## src/ubd_pkg.sv

```systemverilog
package ubd_pkg;

    localparam int BYTE_W      = 8;
    localparam int LEFT_W      = 3;
    localparam int CP_W        = 21;
    localparam int PART_W      = 15;
    localparam int PEND_W      = 2;
    localparam int CONT_DATA_W = 6;
    localparam int QUEUE_DEPTH = 2;

    localparam logic [LEFT_W-1:0] LEFT_MAX = 3'd4;

    // Byte classes as seen by the front end
    typedef enum logic [2:0] {
        CLS_ASCII = 3'd0,
        CLS_LEAD2 = 3'd1,
        CLS_LEAD3 = 3'd2,
        CLS_LEAD4 = 3'd3,
        CLS_CONT  = 3'd4,
        CLS_BAD   = 3'd5
    } ubd_cls_t;

    // One classified request on its way to the back end
    typedef struct packed {
        ubd_cls_t          cls;
        logic [BYTE_W-1:0] data;
        logic              trunc;    // lead would run past the buffer end
        logic              no_byte;  // bytes_left was zero
    } ubd_req_t;

    // Handshake between queue and back end
    typedef struct packed {
        logic     valid;
        ubd_req_t req;
    } ubd_issue_t;

endpackage

```

## src/ubd_byte_if.sv

```systemverilog
interface ubd_byte_if;
    import ubd_pkg::*;

    logic              valid;
    logic              ready;
    logic [BYTE_W-1:0] data_byte;
    logic [LEFT_W-1:0] bytes_left;

    modport source (output valid, output data_byte, output bytes_left, input ready);
    modport sink   (input valid, input data_byte, input bytes_left, output ready);
endinterface

```

## src/ubd_char_if.sv

```systemverilog
interface ubd_char_if;
    import ubd_pkg::*;

    logic            valid;
    logic            ready;
    logic [CP_W-1:0] code_point;
    logic            decode_error;

    modport source (output valid, output code_point, output decode_error, input ready);
    modport sink   (input valid, input code_point, input decode_error, output ready);
endinterface

```

## src/ubd_front.sv

```systemverilog
module ubd_front (
    ubd_byte_if.sink          byte_stream,
    input  logic              queue_ready,
    output logic              push_valid,
    output ubd_pkg::ubd_req_t push_req
);
    import ubd_pkg::*;

    logic [BYTE_W-1:0] b;
    logic [LEFT_W-1:0] left_sat;
    logic [PEND_W-1:0] need;
    ubd_cls_t          cls;

    assign b = byte_stream.data_byte;

    // clamp to four
    assign left_sat = (byte_stream.bytes_left > LEFT_MAX) ? LEFT_MAX : byte_stream.bytes_left;

    always_comb
    begin
        need = '0;
        if (b[7] == 1'b0)
        begin
            cls = CLS_ASCII;
        end
        else if (b[7:5] == 3'b110)
        begin
            cls  = CLS_LEAD2;
            need = 2'd1;
        end
        else if (b[7:4] == 4'b1110)
        begin
            cls  = CLS_LEAD3;
            need = 2'd2;
        end
        else if (b[7:3] == 5'b11110)
        begin
            cls  = CLS_LEAD4;
            need = 2'd3;
        end
        else if (b[7:6] == 2'b10)
        begin
            cls = CLS_CONT;
        end
        else
        begin
            cls = CLS_BAD;
        end
    end

    assign push_req.cls     = cls;
    assign push_req.data    = b;
    assign push_req.trunc   = ({1'b0, need} >= left_sat) && (need != '0);
    assign push_req.no_byte = (byte_stream.bytes_left == '0);

    assign push_valid        = byte_stream.valid;
    assign byte_stream.ready = queue_ready;
endmodule

```

## src/ubd_queue.sv

```systemverilog
module ubd_queue (
    input  logic                clk,
    input  logic                rst_n,
    input  logic                push_valid,
    input  ubd_pkg::ubd_req_t   push_req,
    output logic                push_ready,
    output ubd_pkg::ubd_issue_t issue,
    input  logic                issue_ready
);
    import ubd_pkg::*;

    localparam int PTR_W = $clog2(QUEUE_DEPTH);
    localparam int CNT_W = $clog2(QUEUE_DEPTH + 1);

    ubd_req_t           slot_reg [QUEUE_DEPTH];
    logic [PTR_W-1:0]   wr_ptr_reg, wr_ptr_next;
    logic [PTR_W-1:0]   rd_ptr_reg, rd_ptr_next;
    logic [CNT_W-1:0]   count_reg, count_next;
    logic               push;
    logic               pop;

    assign push_ready  = (count_reg != CNT_W'(QUEUE_DEPTH));
    assign push        = push_valid && push_ready;
    assign issue.valid = (count_reg != '0);
    assign issue.req   = slot_reg[rd_ptr_reg];
    assign pop         = issue.valid && issue_ready;

    always_comb
    begin
        wr_ptr_next = wr_ptr_reg;
        rd_ptr_next = rd_ptr_reg;
        count_next  = count_reg;
        if (push)
        begin
            wr_ptr_next = (wr_ptr_reg == PTR_W'(QUEUE_DEPTH - 1)) ? '0 : wr_ptr_reg + 1'b1;
        end
        if (pop)
        begin
            rd_ptr_next = (rd_ptr_reg == PTR_W'(QUEUE_DEPTH - 1)) ? '0 : rd_ptr_reg + 1'b1;
        end
        if (push && !pop)
        begin
            count_next = count_reg + 1'b1;
        end
        else if (pop && !push)
        begin
            count_next = count_reg - 1'b1;
        end
    end

    always_ff @(posedge clk or negedge rst_n)
    begin
        if (!rst_n)
        begin
            wr_ptr_reg <= '0;
            rd_ptr_reg <= '0;
            count_reg  <= '0;
        end
        else
        begin
            wr_ptr_reg <= wr_ptr_next;
            rd_ptr_reg <= rd_ptr_next;
            count_reg  <= count_next;
        end
    end

    always_ff @(posedge clk)
    begin
        if (push)
        begin
            slot_reg[wr_ptr_reg] <= push_req;
        end
    end
endmodule

```

## src/ubd_back.sv

```systemverilog
module ubd_back (
    input  logic                clk,
    input  logic                rst_n,
    input  ubd_pkg::ubd_issue_t issue,
    output logic                issue_ready,
    ubd_char_if.source          char_stream
);
    import ubd_pkg::*;

    logic [PEND_W-1:0] pending_reg, pending_next;
    logic [PART_W-1:0] partial_reg, partial_next;
    logic              out_valid_reg;
    logic [CP_W-1:0]   cp_reg;
    logic              err_reg;

    logic              take;
    logic              emit;
    logic [CP_W-1:0]   emit_cp;
    logic              emit_err;
    logic [CP_W-1:0]   shifted;
    ubd_req_t          req;

    assign req         = issue.req;
    assign issue_ready = !out_valid_reg || char_stream.ready;
    assign take        = issue.valid && issue_ready;
    assign shifted     = {partial_reg, req.data[CONT_DATA_W-1:0]};

    always_comb
    begin
        pending_next = pending_reg;
        partial_next = partial_reg;
        emit         = 1'b0;
        emit_cp      = '0;
        emit_err     = 1'b0;
        if (pending_reg != '0)
        begin
            if (req.cls != CLS_CONT)
            begin
                // drop the open sequence and flag a decode error
                pending_next = '0;
                partial_next = '0;
                emit         = 1'b1;
                emit_err     = 1'b1;
            end
            else if (pending_reg == 2'd1)
            begin
                pending_next = '0;
                partial_next = '0;
                emit         = 1'b1;
                emit_cp      = shifted;
            end
            else
            begin
                pending_next = pending_reg - 2'd1;
                partial_next = shifted[PART_W-1:0];
            end
        end
        else if (!req.no_byte)
        begin
            unique case (req.cls) inside
                CLS_ASCII:
                begin
                    emit    = 1'b1;
                    emit_cp = CP_W'(req.data);
                end
                CLS_LEAD2, CLS_LEAD3, CLS_LEAD4:
                begin
                    if (req.trunc)
                    begin
                        emit     = 1'b1;
                        emit_err = 1'b1;
                    end
                    else if (req.cls == CLS_LEAD2)
                    begin
                        pending_next = 2'd1;
                        partial_next = PART_W'(req.data[4:0]);
                    end
                    else if (req.cls == CLS_LEAD3)
                    begin
                        pending_next = 2'd2;
                        partial_next = PART_W'(req.data[3:0]);
                    end
                    else
                    begin
                        pending_next = 2'd3;
                        partial_next = PART_W'(req.data[2:0]);
                    end
                end
                default:
                begin
                    emit     = 1'b1;
                    emit_err = 1'b1;
                end
            endcase
        end
    end

    always_ff @(posedge clk or negedge rst_n)
    begin
        if (!rst_n)
        begin
            pending_reg   <= '0;
            partial_reg   <= '0;
            out_valid_reg <= 1'b0;
        end
        else
        begin
            if (take)
            begin
                pending_reg <= pending_next;
                partial_reg <= partial_next;
            end
            if (take && emit)
            begin
                out_valid_reg <= 1'b1;
            end
            else if (char_stream.ready)
            begin
                out_valid_reg <= 1'b0;
            end
        end
    end

    always_ff @(posedge clk)
    begin
        if (take && emit)
        begin
            cp_reg  <= emit_cp;
            err_reg <= emit_err;
        end
    end

    assign char_stream.valid        = out_valid_reg;
    assign char_stream.code_point   = cp_reg;
    assign char_stream.decode_error = err_reg;
endmodule

```

## src/utf8_byte_decoder.sv

```systemverilog
// Channel       Dir   Payload                          Request moves
// byte_stream   in    data_byte[7:0], bytes_left[2:0]  one buffer byte
// char_stream   out   code_point[20:0], decode_error   zero or one character
//
// One byte per cycle sustained while the output is not stalled. A byte is
// classified on acceptance and parked in a two-entry queue; the back end
// retires one queued request per cycle, and each result passes a queue slot,
// then the output register. The rate is set by the sequence update in the
// back end. Reset (rst_n low, asynchronous) empties the queue, closes any
// open sequence and clears the output valid. A stalled output holds the back
// end; the queue keeps taking bytes until both entries are full.
module utf8_byte_decoder (
    input  logic       clk,
    input  logic       rst_n,
    ubd_byte_if.sink   byte_stream,
    ubd_char_if.source char_stream
);
    import ubd_pkg::*;

    logic       push_valid;
    logic       push_ready;
    ubd_req_t   push_req;
    ubd_issue_t issue;
    logic       issue_ready;

    // classify each request as it arrives
    ubd_front u_front (
        .byte_stream (byte_stream),
        .queue_ready (push_ready),
        .push_valid  (push_valid),
        .push_req    (push_req)
    );

    // decouple acceptance from the sequence tracker
    ubd_queue u_queue (
        .clk         (clk),
        .rst_n       (rst_n),
        .push_valid  (push_valid),
        .push_req    (push_req),
        .push_ready  (push_ready),
        .issue       (issue),
        .issue_ready (issue_ready)
    );

    // advance the open sequence and drive the result register
    ubd_back u_back (
        .clk         (clk),
        .rst_n       (rst_n),
        .issue       (issue),
        .issue_ready (issue_ready),
        .char_stream (char_stream)
    );
endmodule
```

## src/flat_wrapper.sv

```systemverilog
// flat-port wrapper written by rule: the top's interface ports become plain ports
module utf8_byte_decoder_flat import ubd_pkg::*;
  (clk, rst_n, byte_stream_valid, byte_stream_data_byte, byte_stream_bytes_left, byte_stream_ready, char_stream_valid, char_stream_code_point, char_stream_decode_error, char_stream_ready);
  ubd_byte_if byte_stream_i ();
  ubd_char_if char_stream_i ();
  input  logic clk;
  input  logic rst_n;
  input wire logic [$bits(byte_stream_i.valid)-1:0] byte_stream_valid;
  input wire logic [$bits(byte_stream_i.data_byte)-1:0] byte_stream_data_byte;
  input wire logic [$bits(byte_stream_i.bytes_left)-1:0] byte_stream_bytes_left;
  output wire logic [$bits(byte_stream_i.ready)-1:0] byte_stream_ready;
  output wire logic [$bits(char_stream_i.valid)-1:0] char_stream_valid;
  output wire logic [$bits(char_stream_i.code_point)-1:0] char_stream_code_point;
  output wire logic [$bits(char_stream_i.decode_error)-1:0] char_stream_decode_error;
  input wire logic [$bits(char_stream_i.ready)-1:0] char_stream_ready;
  assign byte_stream_i.valid = byte_stream_valid;
  assign byte_stream_i.data_byte = byte_stream_data_byte;
  assign byte_stream_i.bytes_left = byte_stream_bytes_left;
  assign byte_stream_ready = byte_stream_i.ready;
  assign char_stream_valid = char_stream_i.valid;
  assign char_stream_code_point = char_stream_i.code_point;
  assign char_stream_decode_error = char_stream_i.decode_error;
  assign char_stream_i.ready = char_stream_ready;
  utf8_byte_decoder u_core (.clk(clk), .rst_n(rst_n), .byte_stream(byte_stream_i), .char_stream(char_stream_i));
endmodule
```

## config.mk

```make
export PLATFORM = sky130hd
export DESIGN_NAME = utf8_byte_decoder_flat
export DESIGN_NICKNAME = d
export VERILOG_FILES = /design/src/ubd_pkg.sv /design/src/ubd_byte_if.sv /design/src/ubd_char_if.sv /design/src/ubd_front.sv /design/src/ubd_queue.sv /design/src/ubd_back.sv /design/src/utf8_byte_decoder.sv /design/src/flat_wrapper.sv
export SDC_FILE = /design/constraint.sdc
export NUM_CORES = 1
export LEC_CHECK = 0
export ABC_AREA = 1
export BUFFER_PORTS_ARGS = -buffer_cell sky130_fd_sc_hd__buf_2
export CAP_MARGIN = 5
export CORE_ASPECT_RATIO = 1.4
export CORE_UTILIZATION = 45
export DETAILED_ROUTE_END_ITERATION = 8
export PLACE_DENSITY = 0.67
export SLEW_MARGIN = 0
export SYNTH_ARGS = -nofsm -noshare
export SYNTH_HDL_FRONTEND = slang
export SYNTH_SLANG_ARGS = --single-unit
export TNS_END_PERCENT = 30
```

## constraint.sdc

```tcl
create_clock -name clk -period 2.16 [get_ports clk]
set_input_delay 0.108 -clock clk [delete_from_list [all_inputs] [get_ports clk]]
set_output_delay 0.108 -clock clk [all_outputs]
set_load 0.005 [all_outputs]
```

==> impl_metrics.sql <==
INSERT INTO impl_metrics (metric_group, metric, value, unit) VALUES
('status', 'run_status', 'finished clean', ''),
('yosys', 'synth.distinct_cells', '32', ''),
('yosys', 'ys_seq_elements', '70', ''),
('route', 'routed_wire_length_per_instance', '11.75', 'um'),
('cells_and_area', 'layoutNonFillerInstCount', '463', ''),
('placement', 'finalWeightedCongestion', '0.8965', ''),
('yosys', 'async_flop_share', '0.3143', ''),
('die', 'die_h', '100.7', 'um'),
('placement', 'placed_cells', '437', ''),
('setup_path', 'crit-reg2reg-capture', 'u_core.u_back.char_stream.code_point[6]$_DFFE_PP_', ''),
('setup_path', 'crit_arrival', '1.95', 'ns'),
('cells_and_area', 'post-route-cell-area', '0.003792', 'sq mm'),
('sta', 'setup-tns-final', '0', 'ns'),
('pwr', 'proportion_of_power_drawn_by_combinational_gates', '0.385', ''),
('die', 'placement_rows', '35', ''),
('yosys', 'netlist_instances', '306', ''),
('sta', 'final_min_period_over_clock_period', '0.8746', ''),
('pwr', 'vdd.ir_drop.worst', '0.7934', 'mV'),
('sta', 'setup_viol', '0', ''),
('clocking', 'cts_inserted_buffers', '9', ''),
('route', 'vias', '2150', ''),
('sta', 'timing_hold_violations_final', '0', ''),
('clocking', 'clkSinkCount', '70', ''),
('pwr', 'power.internal', '0.003444', 'W'),
('global_routing', 'grt_start_max_net_pins', '32', ''),
('setup_path', 'setup.worst_path.end_class', 'flop', ''),
('setup_path', 'cp-start-kind', 'flop', ''),
('yosys', 'synth.cells.most_frequent', 'nand2_1, edfxtp_1, inv_1', ''),
('clocking', 'post-cts-setup-buffer-count', '0', ''),
('die', 'std_cell_core_area', '0.006656', 'sq mm'),
('route', 'drt.antenna.violating_nets', '0', ''),
('sta', 'period_needed', '1.889', 'ns'),
('clocking', 'clkTransAtPathRegs', '0.07', 'ns'),
('route', 'drt_iter0_markers', '109', ''),
('pwr', 'pwr-share-seq', '0.401', ''),
('route', 'wirelength', '5438', 'um'),
('die', 'floorplan.die_area', '0.007302', 'sq mm'),
('setup_path', 'critical_path.reg2reg.startpoint', 'u_core.u_back.pending_reg[0]$_DFFE_PN0P_', ''),
('yosys', 'syn-num-nets', '325', ''),
('yosys', 'synth.most_common_cell', 'nand2_1', ''),
('cells_and_area', 'nNetsFinal', '385', ''),
('route', 'detail_route.drc_violations', '0', ''),
('min_path', 'hold_class', 'in2reg', ''),
('min_path', 'hold_end', 'u_core.u_queue.slot_reg[0][0]$_DFFE_PP_', ''),
('setup_path', 'cp_max_fanout', '22', ''),
('yosys', 'syn_area_per_cell', '10.23', 'sq um'),
('global_routing', 'globalRouteTotalUtil', '0.1704', ''),
('yosys', 'share_of_synthesized_area_occupied_by_flip_flops_and_latches', '0.6360', ''),
('route', 'detailedRoute.firstPassIterationCount', '5', ''),
('yosys', 'synthFlopType', 'edfxtp_1', ''),
('yosys', 'yosysTopAreaCellShare', '0.4602', ''),
('sta', 'rsz0062_at_grt', 'false', ''),
('global_routing', 'grt_pass1_wl', '9170', 'um'),
('yosys', 'ys_top_cells_by_area', 'edfxtp_1, dfrtp_1, nand2_1', ''),
('pwr', 'cellLeakagePower', '1.667', 'nW'),
('clocking', 'clock_tree.root_cell', 'clkbuf_8', ''),
('global_routing', 'grt_antenna_before_repair', '0', ''),
('run', 'max-cap-violations', '0', ''),
('pwr', 'power.net_switching', '0.001949', 'W'),
('pwr', 'clock_power_share', '0.214', ''),
('clocking', 'max_clock_buf_depth', '2', ''),
('route', 'vias_per_cell', '4.644', ''),
('yosys', 'synth_top_cell_by_area', 'edfxtp_1', ''),
('placement', 'dp.final_hpwl', '3876', 'um'),
('cells_and_area', 'final_layout_size_suffix_gt1_frac', '0.2318', ''),
('clocking', 'tritoncts_clock_tree', 'built', ''),
('cells_and_area', 'diodes', '0', ''),
('clocking', 'htreeDepth', '3', ''),
('sta', 'worst_pin_slew', '0.5003', 'ns'),
('sta', 'timing.final.max_slew_violations', '0', ''),
('setup_path', 'ff2ff_path_depth', '9', '');
stage by stage:
stage	worst slack [ns]	hold slack [ns]	power (W)
floorplan	0.1422	-0.1876	0.003567
global placement	0.3090	0.1072	0.004232
detailed placement	0.2872	0.1137	0.004274
CTS	0.2698	0.05716	0.005444
global route	0.1241	0.06816	0.005808
finish	0.2708	0.06674	0.005392
cell type report:
type | count | area (sq um) | share of cell area
clock buffers | 10 | 127.6 | 0.03365
clock inverters | 6 | 93.84 | 0.02474
inverters | 45 | 171.4 | 0.04520
multi-input cells | 183 | 909.6 | 0.2399
flip-flops and latches | 70 | 1992 | 0.5252
well taps | 92 | 115.1 | 0.03035
repair buffers | 57 | 382.9 | 0.1010
critical path, stage by stage (launching register included):
cell	delay [ns]
dfrtp_1	0.41
inv_1	0.07
ha_1	0.30
inv_1	0.17
nor2_1	0.19
nand2_1	0.07
nand3_1	0.06
nand2_1	0.06
inv_1	0.09
buf_12	0.17
how the worst max path moves through the flow:
stage	from	endpoint	slack [ns]
floorplan	u_core.u_back.pending_reg[0]$_DFFE_PN0P_	u_core.u_back.char_stream.code_point[0]$_DFFE_PP_	0.14
global placement	u_core.u_back.pending_reg[0]$_DFFE_PN0P_	u_core.u_back.char_stream.code_point[8]$_SDFFCE_PP0P_	0.31
detailed placement	u_core.u_back.pending_reg[0]$_DFFE_PN0P_	u_core.u_back.char_stream.code_point[3]$_DFFE_PP_	0.29
CTS	u_core.u_back.pending_reg[0]$_DFFE_PN0P_	u_core.u_back.char_stream.code_point[13]$_SDFFCE_PP0P_	0.27
global route	u_core.u_back.pending_reg[0]$_DFFE_PN0P_	u_core.u_back.char_stream.code_point[13]$_SDFFCE_PP0P_	0.12
finish	u_core.u_back.pending_reg[0]$_DFFE_PN0P_	u_core.u_back.char_stream.code_point[6]$_DFFE_PP_	0.27
metal layers:
metal,up-vias,part of all wire,GRT usage
met4,0,0.016,0.07692
li1,1108,-,-
met1,992,0.42,0.1872
met2,43,0.53,0.3005
met5,-,0,0
met3,7,0.034,0.04900
power groups by stage:
| stage | Combinational [W] | Clock, W | Sequential [W] |
|---|---|---|---|
| after floorplan | 0.00138 | 0 | 0.00219 |
| after global placement | 0.00205 | 0 | 0.00218 |
| after CTS | 0.00210 | 0.00117 | 0.00217 |
| final | 0.00208 | 0.00115 | 0.00216 |
| after global routing | 0.00235 | 0.00124 | 0.00222 |
| after detailed placement | 0.00208 | 0 | 0.00220 |
cell families after synthesis:
logic type      count (synthesis)  share of synthesized area
compound gates                 32                    0.05913
fa+ha+maj                       4                    0.01598
xor+xnor                        3                   0.008391
buf+inv                        53                    0.07351
flops                          70                     0.6360
simple gates                  144                     0.2070
cell usage in the layout (no fill, tap or decap):
master	instances
nand2_1	68
edfxtp_1	48
inv_1	42
buf_2	38
nor2_1	34
dfrtp_1	22
nand3_1	19
o21ai_1	13
dlygate4sd3_1	10
clkbuf_8	9
or2_2	8
buf_4	7
o21ai_0	6
nor2_2	6
o21a_1	5
ha_1	4
a21oi_1	3
nand2_2	2
inv_2	2
nand4_1	2
o31ai_1	2
xor2_1	2
clkinv_4	2
bufinv_16	2
buf_12	2
inv_4	1
nand2_4	1
nand3_4	1
o21ai_2	1
o211ai_1	1
o22ai_1	1
and3_1	1
nor2_4	1
nand3b_2	1
xnor2_1	1
clkbuf_1	1
clkinvlp_4	1
inv_6	1
No activity file was read; power rests on OpenSTA's default activity.
